==> src/hw/rtl/nvp_pkg.sv <==
package nvp_pkg;

  // widths fixed by the result fields
  localparam int NVP_STORE_BYTES = 14;
  localparam int NVP_LEN_W       = 4;
  localparam int NVP_CNT_W       = 6;

  // parameter defaults
  localparam int NVP_NAME_CHARS  = 14;
  localparam int NVP_MAX_PAIRS   = 32;
  localparam logic [NVP_CNT_W-1:0] NVP_LIMIT_RESET = 6'd32;

  // characters
  localparam logic [7:0] NVP_CH_NUL   = 8'h00;
  localparam logic [7:0] NVP_CH_EQ    = 8'h3D;
  localparam logic [7:0] NVP_CH_COMMA = 8'h2C;
  localparam logic [7:0] NVP_CH_PLUS  = 8'h2B;
  localparam logic [7:0] NVP_CH_MINUS = 8'h2D;
  localparam logic [7:0] NVP_CH_SPACE = 8'h20;
  localparam logic [7:0] NVP_CH_TAB   = 8'h09;
  localparam logic [7:0] NVP_CH_CR    = 8'h0D;
  localparam logic [7:0] NVP_CH_ZERO  = 8'h30;
  localparam logic [7:0] NVP_CH_NINE  = 8'h39;

  localparam logic [31:0] NVP_MAG_CAP = 32'h8000_0000;
  localparam logic [31:0] NVP_POS_MAX = 32'h7FFF_FFFF;

  typedef enum logic [1:0] {
    PH_NAME  = 2'd0,
    PH_VALUE = 2'd1,
    PH_DONE  = 2'd2
  } phase_t;

  typedef enum logic [1:0] {
    CV_LEAD   = 2'd0,
    CV_DIGITS = 2'd1,
    CV_STOP   = 2'd2
  } conv_t;

  typedef struct packed {
    logic [7:0] text_byte;
    logic       final_byte;
  } in_t;

  typedef struct packed {
    logic [63:0]          name_low;
    logic [47:0]          name_high;
    logic [NVP_LEN_W-1:0] name_length;
    logic                 name_cut;
    logic signed [31:0]   pair_value;
    logic                 pair_present;
    logic                 text_end;
    logic [NVP_CNT_W-1:0] pairs_found;
  } out_t;

endpackage

==> src/hw/rtl/nvp_parser.sv <==
module nvp_parser #(
  parameter int NAME_CHARS = nvp_pkg::NVP_NAME_CHARS,
  parameter int MAX_PAIRS  = nvp_pkg::NVP_MAX_PAIRS
) (
  input  logic                              clk,
  input  logic                              rst_n,
  input  logic                              accept,
  input  nvp_pkg::in_t                      in_data,
  input  logic                              cfg_we,
  input  logic [nvp_pkg::NVP_CNT_W-1:0]     cfg_limit,
  output logic                              res_valid,
  output nvp_pkg::out_t                     res_data
);

  localparam int LW = nvp_pkg::NVP_LEN_W;
  localparam int CW = nvp_pkg::NVP_CNT_W;

  nvp_pkg::phase_t phase_r, phase_nxt;
  nvp_pkg::conv_t  cv_r, cv_nxt;
  logic [7:0]      store_r   [NAME_CHARS];
  logic [7:0]      store_nxt [NAME_CHARS];
  logic [LW-1:0]   count_r, count_nxt;
  logic            cut_r, cut_nxt;
  logic [31:0]     acc_r, acc_nxt;
  logic            neg_r, neg_nxt;
  logic [CW-1:0]   pairs_r, pairs_nxt;
  logic [CW-1:0]   limit_r;

  logic [7:0]      b;
  logic            is_end;
  logic            digit;
  logic            space;
  logic [CW-1:0]   limit;
  nvp_pkg::phase_t ph;
  logic            present;
  logic            wr_store;
  logic [31:0]     conv_acc;
  logic            conv_neg;
  nvp_pkg::conv_t  conv_cv;
  logic [34:0]     mac;
  logic [CW-1:0]   pairs_inc;
  logic [CW-1:0]   pairs_out;
  logic [31:0]     value;
  logic [nvp_pkg::NVP_STORE_BYTES*8-1:0] name_flat;

  assign b      = in_data.text_byte;
  assign is_end = (b == nvp_pkg::NVP_CH_NUL) || in_data.final_byte;
  assign digit  = (b >= nvp_pkg::NVP_CH_ZERO) && (b <= nvp_pkg::NVP_CH_NINE);
  assign space  = (b == nvp_pkg::NVP_CH_SPACE) ||
                  ((b >= nvp_pkg::NVP_CH_TAB) && (b <= nvp_pkg::NVP_CH_CR));
  assign limit  = (limit_r > CW'(MAX_PAIRS)) ? CW'(MAX_PAIRS) : limit_r;
  assign pairs_inc = pairs_r + CW'(1);

  // x*10 + digit, saturated to 2^31
  assign mac = ({3'b000, acc_r} << 3) + ({3'b000, acc_r} << 1) + 35'(b - nvp_pkg::NVP_CH_ZERO);

  // atoi step on one value byte
  always_comb begin
    conv_acc = acc_r;
    conv_neg = neg_r;
    conv_cv  = cv_r;
    case (cv_r)
      nvp_pkg::CV_LEAD: begin
        if (space) begin
          conv_cv = nvp_pkg::CV_LEAD;
        end else if (b == nvp_pkg::NVP_CH_PLUS || b == nvp_pkg::NVP_CH_MINUS) begin
          conv_neg = (b == nvp_pkg::NVP_CH_MINUS);
          conv_cv  = nvp_pkg::CV_DIGITS;
        end else if (digit) begin
          conv_cv  = nvp_pkg::CV_DIGITS;
          conv_acc = (mac > {3'b000, nvp_pkg::NVP_MAG_CAP}) ? nvp_pkg::NVP_MAG_CAP
                                                            : mac[31:0];
        end else begin
          conv_cv = nvp_pkg::CV_STOP;
        end
      end
      nvp_pkg::CV_DIGITS: begin
        if (digit) begin
          conv_acc = (mac > {3'b000, nvp_pkg::NVP_MAG_CAP}) ? nvp_pkg::NVP_MAG_CAP
                                                            : mac[31:0];
        end else begin
          conv_cv = nvp_pkg::CV_STOP;
        end
      end
      default: begin
        conv_cv = nvp_pkg::CV_STOP;
      end
    endcase
  end

  // name bytes padded with zeros out to the full field width
  genvar gi;
  generate
    for (gi = 0; gi < nvp_pkg::NVP_STORE_BYTES; gi++) begin : g_flat
      if (gi < NAME_CHARS) begin : g_used
        assign name_flat[8*gi +: 8] = store_r[gi];
      end else begin : g_pad
        assign name_flat[8*gi +: 8] = 8'h00;
      end
    end
  endgenerate

  always_comb begin
    phase_nxt = phase_r;
    cv_nxt    = cv_r;
    count_nxt = count_r;
    cut_nxt   = cut_r;
    acc_nxt   = acc_r;
    neg_nxt   = neg_r;
    pairs_nxt = pairs_r;
    for (int i = 0; i < NAME_CHARS; i++) begin
      store_nxt[i] = store_r[i];
    end
    present  = 1'b0;
    wr_store = 1'b0;

    ph = phase_r;
    if (phase_r == nvp_pkg::PH_NAME && pairs_r >= limit) begin
      ph = nvp_pkg::PH_DONE;
    end
    phase_nxt = ph;

    if (b != nvp_pkg::NVP_CH_NUL) begin
      case (ph)
        nvp_pkg::PH_NAME: begin
          if (b == nvp_pkg::NVP_CH_EQ) begin
            phase_nxt = nvp_pkg::PH_VALUE;
            acc_nxt   = '0;
            neg_nxt   = 1'b0;
            cv_nxt    = nvp_pkg::CV_LEAD;
          end else if (count_r < LW'(NAME_CHARS)) begin
            wr_store  = 1'b1;
            count_nxt = count_r + LW'(1);
          end else begin
            cut_nxt = 1'b1;
          end
        end
        nvp_pkg::PH_VALUE: begin
          if (b == nvp_pkg::NVP_CH_COMMA) begin
            present = 1'b1;
          end else begin
            acc_nxt = conv_acc;
            neg_nxt = conv_neg;
            cv_nxt  = conv_cv;
          end
        end
        default: begin
          phase_nxt = ph;
        end
      endcase
    end

    if (is_end && !present && phase_nxt == nvp_pkg::PH_VALUE) begin
      present = 1'b1;
    end

    for (int i = 0; i < NAME_CHARS; i++) begin
      if (wr_store && count_r == LW'(i)) begin
        store_nxt[i] = b;
      end
    end

    pairs_out = present ? pairs_inc : pairs_r;

    if (present) begin
      pairs_nxt = pairs_inc;
      // pair done: clear name and value
      for (int i = 0; i < NAME_CHARS; i++) begin
        store_nxt[i] = 8'h00;
      end
      count_nxt = '0;
      cut_nxt   = 1'b0;
      acc_nxt   = '0;
      neg_nxt   = 1'b0;
      cv_nxt    = nvp_pkg::CV_LEAD;
      phase_nxt = (pairs_inc >= limit) ? nvp_pkg::PH_DONE : nvp_pkg::PH_NAME;
    end

    if (is_end) begin
      for (int i = 0; i < NAME_CHARS; i++) begin
        store_nxt[i] = 8'h00;
      end
      count_nxt = '0;
      cut_nxt   = 1'b0;
      acc_nxt   = '0;
      neg_nxt   = 1'b0;
      cv_nxt    = nvp_pkg::CV_LEAD;
      phase_nxt = nvp_pkg::PH_NAME;
      pairs_nxt = '0;
    end
  end

  function automatic logic neg_nxt_src();
    return (ph == nvp_pkg::PH_VALUE && b != nvp_pkg::NVP_CH_COMMA) ? conv_neg : neg_r;
  endfunction

  function automatic logic [31:0] acc_src();
    return (ph == nvp_pkg::PH_VALUE && b != nvp_pkg::NVP_CH_COMMA) ? conv_acc : acc_r;
  endfunction

  // pair values come from the state after this byte's conversion step
  always_comb begin
    if (neg_nxt_src()) begin
      value = 32'(32'd0 - acc_src());
    end else begin
      value = (acc_src() > nvp_pkg::NVP_POS_MAX) ? nvp_pkg::NVP_POS_MAX : acc_src();
    end
  end

  always_comb begin
    res_valid             = present || is_end;
    res_data              = '0;
    res_data.text_end     = is_end;
    res_data.pairs_found  = pairs_out;
    res_data.pair_present = present;
    if (present) begin
      res_data.name_low    = name_flat[63:0];
      res_data.name_high   = name_flat[111:64];
      res_data.name_length = count_r;
      res_data.name_cut    = cut_r;
      res_data.pair_value  = value;
    end
  end

  always_ff @(posedge clk) begin
    if (!rst_n) begin
      phase_r <= nvp_pkg::PH_NAME;
      cv_r    <= nvp_pkg::CV_LEAD;
      count_r <= '0;
      cut_r   <= 1'b0;
      acc_r   <= '0;
      neg_r   <= 1'b0;
      pairs_r <= '0;
      limit_r <= nvp_pkg::NVP_LIMIT_RESET;
      for (int i = 0; i < NAME_CHARS; i++) begin
        store_r[i] <= 8'h00;
      end
    end else begin
      if (cfg_we) begin
        limit_r <= cfg_limit;
      end
      if (accept) begin
        phase_r <= phase_nxt;
        cv_r    <= cv_nxt;
        count_r <= count_nxt;
        cut_r   <= cut_nxt;
        acc_r   <= acc_nxt;
        neg_r   <= neg_nxt;
        pairs_r <= pairs_nxt;
        for (int i = 0; i < NAME_CHARS; i++) begin
          store_r[i] <= store_nxt[i];
        end
      end
    end
  end

endmodule

==> src/hw/rtl/nvp_out_queue.sv <==
module nvp_out_queue (
  input  logic          clk,
  input  logic          rst_n,
  input  logic          push,
  input  nvp_pkg::out_t push_data,
  output logic          full,
  output logic          out_valid,
  input  logic          out_stall,
  output nvp_pkg::out_t out_data
);

  logic          ov_r, ov_nxt;
  logic          sv_r, sv_nxt;
  nvp_pkg::out_t od_r, od_nxt;
  nvp_pkg::out_t sd_r, sd_nxt;
  logic          pop;

  assign pop = ov_r && !out_stall;

  always_comb begin
    ov_nxt = ov_r;
    sv_nxt = sv_r;
    od_nxt = od_r;
    sd_nxt = sd_r;
    if (pop) begin
      if (sv_r) begin
        // skid moves up, no push can arrive while skid is full
        od_nxt = sd_r;
        sv_nxt = 1'b0;
      end else begin
        ov_nxt = push;
        od_nxt = push_data;
      end
    end else if (!ov_r) begin
      ov_nxt = push;
      od_nxt = push_data;
    end else if (push) begin
      sv_nxt = 1'b1;
      sd_nxt = push_data;
    end
  end

  always_ff @(posedge clk) begin
    if (!rst_n) begin
      ov_r <= 1'b0;
      sv_r <= 1'b0;
    end else begin
      ov_r <= ov_nxt;
      sv_r <= sv_nxt;
    end
    od_r <= od_nxt;
    sd_r <= sd_nxt;
  end

  assign full      = sv_r;
  assign out_valid = ov_r;
  assign out_data  = od_r;

endmodule

==> src/hw/rtl/name_value_pair_parser.sv <==
// channel  direction  payload          handshake
// in_      input      nvp_pkg::in_t    in_valid / in_stall
// out_     output     nvp_pkg::out_t   out_valid / out_stall
// cfg_     input      pair_limit       cfg_valid / cfg_ready
//
// one byte a cycle unless stalled; each accepted beat is parsed in the cycle
// it is taken and its result, if any, enters the result queue on the next edge
// a two-entry result queue (output register plus skid) sits between the sides,
// so in_stall rises only when both entries hold results
// synchronous active-low reset clears parse state and sets pair_limit to 32
// cfg_ready is always high; write only while the block is idle
module name_value_pair_parser #(
  parameter int NAME_CHARS = nvp_pkg::NVP_NAME_CHARS,
  parameter int MAX_PAIRS  = nvp_pkg::NVP_MAX_PAIRS
) (
  input  logic                          clk,
  input  logic                          rst_n,
  input  logic                          in_valid,
  output logic                          in_stall,
  input  nvp_pkg::in_t                  in_data,
  output logic                          out_valid,
  input  logic                          out_stall,
  output nvp_pkg::out_t                 out_data,
  input  logic                          cfg_valid,
  output logic                          cfg_ready,
  input  logic [nvp_pkg::NVP_CNT_W-1:0] cfg_data
);

  logic            accept;
  logic            res_valid;
  nvp_pkg::out_t   res_data;
  logic            q_push;
  logic            q_full;

  assign cfg_ready = 1'b1;
  assign in_stall  = q_full;
  assign accept    = in_valid && !in_stall;

  assign q_push = accept && res_valid;

  nvp_parser #(
    .NAME_CHARS (NAME_CHARS),
    .MAX_PAIRS  (MAX_PAIRS)
  ) u_parser (
    .clk       (clk),
    .rst_n     (rst_n),
    .accept    (accept),
    .in_data   (in_data),
    .cfg_we    (cfg_valid && cfg_ready),
    .cfg_limit (cfg_data),
    .res_valid (res_valid),
    .res_data  (res_data)
  );

  nvp_out_queue u_queue (
    .clk       (clk),
    .rst_n     (rst_n),
    .push      (q_push),
    .push_data (res_data),
    .full      (q_full),
    .out_valid (out_valid),
    .out_stall (out_stall),
    .out_data  (out_data)
  );

endmodule

==> config.mk <==
export PLATFORM = sky130hd
export DESIGN_NAME = name_value_pair_parser
export DESIGN_NICKNAME = d
export VERILOG_FILES = /design/src/hw/rtl/nvp_pkg.sv /design/src/hw/rtl/nvp_parser.sv /design/src/hw/rtl/nvp_out_queue.sv /design/src/hw/rtl/name_value_pair_parser.sv
export SDC_FILE = /design/constraint.sdc
export NUM_CORES = 1
export LEC_CHECK = 0
export BUFFER_PORTS_ARGS = -buffer_cell sky130_fd_sc_hd__buf_2
export CORE_MARGIN = 4
export CORE_UTILIZATION = 55
export CTS_CLUSTER_DIAMETER = 40
export CTS_CLUSTER_SIZE = 28
export DETAILED_ROUTE_END_ITERATION = 6
export GPL_ROUTABILITY_DRIVEN = 1
export PLACE_DENSITY = 0.77
export SLEW_MARGIN = 20
export SYNTH_ARGS = -nofsm -noshare
export SYNTH_HDL_FRONTEND = slang
export SYNTH_SLANG_ARGS = --single-unit
==> constraint.sdc <==
create_clock -name clk -period 50.1 [get_ports clk]
set_input_delay 5.01 -clock clk [delete_from_list [all_inputs] [get_ports clk]]
set_output_delay 5.01 -clock clk [all_outputs]
set_load 0.05 [all_outputs]
# ---- Yosys cells after proc, flatten, opt, wreduce, memory -nomap -nowiden
# Memory sizes are Yosys's and may differ from the RTL's.
# Index checks and enable logic that the tools add are counted.
dict set report totals {
  rom_bits 0
  ff_bits 370
  mem_bits_rw 112
  mem_count 1
  latch_bits 0
}
# memory depth word_bits read_ports rd_ports_with_merged_regs write_ports line_no
set memory_table {}
lappend memory_table {u_parser.store_r 14 8 14 0 14 nvp_parser.sv:20} ;# logic [7:0] store_r [NAME_CHARS];
dict set report classes {
  eq_ne 29
  n_shift 0
  n_reduce_logical 47
  addsub 6
  n_mux 106
  bitwise_logic 16
  n_mul 0
  order_cmp 10
  div 0
}
# op count
set ops {}
lappend ops {{157-bit 2-to-1 mux} 3}
lappend ops {{32-bit 2-to-1 mux} 12}
lappend ops {{112-bit 2-to-1 mux} 2}
lappend ops {{8-bit 2-to-1 mux} 28}
lappend ops {{149-bit 2-to-1 mux} 1}
lappend ops {{32-bit case mux with 2 select lines} 2}
lappend ops {{8-bit by 6-bit equality test with 1-bit output, second input constant} 5}
lappend ops {{35-bit by 33-bit adder with 35-bit output} 1}
lappend ops {{35-bit adder} 1}
lappend ops {{35-bit by 32-bit > comparator with 1-bit output, second input constant} 1}
lappend ops {{32-bit by 31-bit > comparator with 1-bit output, second input constant} 1}
lappend ops {{2-bit 2-to-1 mux} 16}
lappend ops {{1-bit by 32-bit subtractor with 32-bit output, first input constant} 1}
lappend ops {{1-bit 2-to-1 mux} 30}
lappend ops {{4-bit equality test, second input constant} 6}
lappend ops {{4-bit 2-to-1 mux} 6}
lappend ops {{1-bit logical AND} 23}
lappend ops {{6-bit 2-to-1 mux} 3}
lappend ops {{4-bit by 3-bit equality test with 1-bit output, second input constant} 4}
lappend ops {{5-bit AND reduction} 3}
lappend ops {{1-bit bitwise OR} 14}
lappend ops {{6-bit >= comparator} 2}
lappend ops {{3-bit nonzero test} 3}
lappend ops {{8-bit by 6-bit subtractor with 9-bit output, second input constant} 1}
lappend ops {{31 further kinds} 45}

# ---- Depth between registers and ports, before layout
dict set report logic_depth {
  depth_word 16
  ltp_mapped 29
  depth_no_buf 26
}

# ---- By module
# A second synthesis with hierarchy kept.
dict set report unflattened {
  cells_unflattened 1939
  area_unflattened_um2 24812.5
}
# mod area_each_um2 seq_area_each_um2 cells_per_inst n_inst
set modules_own_cells {}
lappend modules_own_cells {nvp_parser 12818.5 4444.3 1437 1}
lappend modules_own_cells {nvp_out_queue 11967.7 9469.1 498 1}
lappend modules_own_cells {name_value_pair_parser 26.3 0.0 4 1}

# ---- Worst setup path before layout
# No wires, ideal clock.
dict set report synth_path {
  kind {input-to-reg}
  start {in out_stall}
  end {reg u_queue.sd_r[0] (netlist name), enable pin}
  setup_time_ns 2.057
  slack_ns 29.860
  path_stages 2
  t_required_ns 48.043
  t_arrival_ns 18.183
  path_buffers 0
  cell_sequence {nand2_1 > nor3_1}
}
dict set report synth_via {
  elab_chain_cells 4
}
# element line_no
set synth_rtl {}
lappend synth_rtl {{start: declaration} name_value_pair_parser.sv:22} ;# input logic out_stall,
lappend synth_rtl {{1-bit zero test} nvp_out_queue.sv:18} ;# assign pop = ov_r && !out_stall;
lappend synth_rtl {{1-bit logical AND} nvp_out_queue.sv:18}
lappend synth_rtl {{1-bit inverter (no source line)} -}
lappend synth_rtl {{3-bit AND reduction (no source line)} -}
lappend synth_rtl {{end signal: assignment} nvp_out_queue.sv:52} ;# sd_r <= sd_nxt;
lappend synth_rtl {{end: declaration} nvp_out_queue.sv:15} ;# nvp_pkg::out_t sd_r, sd_nxt;
# No other way between the ends.
# A chain may end at the register's enable or synchronous reset.

==> metrics.md <==
| Metric | Value |
|---|---|
| Share of layout cells above drive strength 1 | `0.223` |
| Post-synthesis simple-gate area fraction | `0.135` |
| Filler cells | `roughly 3,300` |
| Synth area leader | `edfxtp_1` |
| Crit path required time | `50,450 ps` |
| Worst slew margin | `0.258` |
| Final setup TNS | `0 ps` |
| Register area share after synthesis | `0.568` |
| CTS resizes | `0` |
| Status | `completed` |
| Number of placed instances, taps included | `about 2,700` |
| First-pass GRT wire length | `98.5 mm` |
| Fmax | `84.5 MHz` |
| Initial antenna violation count | `2` |
| Startpoint class of the critical path | `primary input` |
| RePlAce Congestion | `between 0.9 and 1` |
| Hold depth | `2` |
| Vias | `about 17,000` |
| Total power divided by cell area | `approximately 36 nW/um^2` |
| Die Ht | `219 um` |
| Setup CP Type | `in -> reg` |
| Placed cell area | `~26,000 um^2` |
| Vias in the first global route | `around 17,000` |
| Port bufs | `roughly 180` |
| Tightest Hold Check Type | `reg -> reg` |
| Mapped Area | `roughly 24,000 um^2` |
| Mapped Cells | `around 2,000` |
| Routed WL per cell | `between 20 and 25 um` |
| Total congestion overflow | `0` |
| Post-DRT Antenna Nets | `0` |
| Via/cell ratio | `approximately 6.1` |
| Synth warnings | `0` |
| Core footprint | `44,100 um^2` |
| Distinct cells, synth | `~100` |
| Period utilization | `0.236` |
| Max-cap violation count | `0` |
| Compound-Gate Fraction of Synth Area | `0.132` |
| Slew Limit Fails | `0` |
| Tot GR Track Use | `0.265` |
| Count leader, synth | `edfxtp_1` |
| Synth Area per Inst | `~12 um^2` |
| Largest family of logic cells by synthesized area | `simple AND/OR/NAND/NOR gates` |
| Layout Area Growth over Synthesis | `14.0%` |
| Fin area | `27,900 um^2` |
| Final Hold Violating Endpoints | `0` |
| Commonest cells post-synth | `426 x edfxtp_1, 158 x nor2_1, 144 x nor2b_1, 133 x nand2_1, 130 x mux2_2` |
| CTS tree | `yes` |
| Crit path max fanout | `27` |
| Final setup viols | `0` |
| Htree depth | `2` |
| Largest cells by area after synthesis | `edfxtp_1 52%, mux2_2 6.0%, dfxtp_1 4.6%` |
| 1st-iter DRT viols | `1,856` |
| Post-DP HPWL | `about 45 mm` |
| Pin count of the biggest net entering global routing | `100` |
| Total Wirelength | `roughly 65 mm` |
| Site Rows | `slightly below 80` |
| Drc violations | `0` |
| Worst-path clk slew | `around 60 ps` |
| Tmin final | `~12,000 ps` |
| # IOs | `180` |
| Peak supply drop | `about 0.000030 V` |
| Root buffer cell | `clkbuf_16` |
| Worst EP arrival | `roughly 12,000 ps` |
| RSZ-0062 raised after global routing | `no` |
| Die ar. | `between 40,000 and 50,000 um^2` |
| Leak | `between 10 and 15 nW` |
| Detailed Routing Iterations Pass 1 | `6` |
| Worst setup EP type | `flip-flop` |
| XOR/XNOR Fraction of Synth Area | `0.0178` |
| Die Span X | `between 200 and 250 um` |
| Main synth FF type | `edfxtp_1` |
| Finished Core Util | `0.632` |
| FF+latch count, synth | `a little under 500` |
| Yosys top cell area share | `0.523` |
| Net Count, Synth | `between 2,000 and 2,500` |
| Clock skew | `approximately 27 ps` |
| Hold-fix buffers, CTS | `0` |
| FF-to-FF path depth | `23` |
| Non-filler instance count after layout | `approximately 2,800` |
| Mux share of post-synthesis cell area | `0.0652` |
| Num CTS Buffers | `55` |
| Setup bufs post-CTS | `0` |
| Max clock buf depth | `3` |
| Post-Synth Adder-Cell Area | `0.0550` |
| Fraction of synthesis flops using an asynchronous set or reset pin | `0` |
| Worst-skew pair later-pin latency | `about 600 ps` |
| Final Total Pwr | `between 0.9 and 1 mW` |
| Effective utilization at floorplan | `0.555` |
| Slew at the pin closest to its max-slew limit | `approximately 1100 ps` |
| EDFF count, synth | `between 400 and 500` |
| Nets | `around 2,300` |
| CTS Sinks | `a little under 500` |
==> layout by cell type, fill, tap and decap left out, types with 8 or more instances in the layout <==
cell type	count
a211oi_1	14
a21o_1	22
a21oi_1	109
a221o_1	16
a221oi_1	14
a22oi_1	15
a31oi_1	14
and2_1	29
and3_1	17
buf_2	178
buf_4	25
bufinv_16	10
clkbuf_16	56
clkinv_4	8
dfxtp_1	56
edfxtp_1	426
fa_1	31
ha_1	58
inv_1	50
inv_8	8
mux2_2	130
mux2i_1	11
nand2_1	132
nand2b_1	12
nand3_1	24
nand4_1	17
nor2_1	156
nor2b_1	144
nor3_1	32
nor4_1	10
o211ai_1	8
o21a_1	11
o21ai_0	87
o21ai_1	15
o31ai_1	13
or2_2	8
or3_1	15
xnor2_1	30
xor2_1	18
==> area by class of cell <==
class,count,area (um^2),share of cell area
multi-input cells,1372,9950,0.357
clock inverters,43,594,0.0213
inverters,51,191,0.00686
well taps,592,741,0.0266
diodes,2,5.00,0.000179
repair buffers,203,1080,0.0387
clock buffers,61,1420,0.0509
flip-flops and latches,482,13900,0.499
==> routing by layer <==
metal	part of all wire	track usage	wire, um
met1	0.41	0.346	26200
met2	0.49	0.449	31800
met3	0.060	0.0371	3860
met4	0.043	0.108	2800
met5	0.00015	0	10
==> cell families after synthesis <==
logic type	count (synthesis)
and+or+nand+nor	632
muxes	143
adders and majority gates	89
AOI/OAI and AO/OA	458
other	1
xor gates and xnor gates	49
DFF	482
buffers and inverters	152
==> report_power, final <==
part           internal [mW]  total, mW  switching, mW  leakage, nW
sequential             0.449      0.455        0.00594         4.77
clock                  0.263      0.435          0.173        0.977
combinational         0.0287      0.100         0.0715         5.23
==> worst max-delay path, stage by stage <==
cell and delay (ps):
buf_2 130, or2_2 350, nor2_2 100, buf_4 390, fa_1 510, ha_1 470, a21oi_1 310, o21ai_1 190
a221oi_1 530, o21a_1 200, o21ai_0 130, a211oi_4 370, nor3_2 90, buf_4 240, a31oi_4 540, nor2_1 180
nand2_1 110, o21ai_0 120, inv_1 150, ha_1 220, o311ai_2 170, nor4_4 450, nand3_2 310, o41ai_1 380
a221oi_2 130, mux2_1 360
==> registers in the layout, indices dropped and copies added, names as in the netlist <==
signal	cells
u_queue.sd_r	157
u_parser.acc_r	32
u_parser.phase_r	2
u_parser.cut_r	1
u_parser.store_r	112
u_queue.out_valid	1
u_parser.pairs_r	6
u_parser.neg_r	1
u_queue.out_data	157
u_parser.count_r	4
u_queue.full	1
u_parser.limit_r	6
u_parser.cv_r	2
==> metrics by stage <==
stage | hold slack, ps | worst slack (ps)
final | 528 | 38270
after global routing | 550 | 37800
after CTS | 528 | 38350
after detailed placement | 512 | 37730
after global placement | 483 | 37880
after floorplan | 429 | 29860
==> path summary, 6_finish.rpt <==
path                                             end         startpoint  slack (ps)
worst min register to register   u_queue.out_data[8]    u_queue.sd_r[8]         530
worst max register to register  u_queue.out_data[34]  u_parser.acc_r[0]       42910
worst max-delay path            u_queue.out_data[34]         in_data[8]       38270
worst min-delay path             u_queue.out_data[8]    u_queue.sd_r[8]         530
No activity file was read; power rests on OpenSTA's default activity.
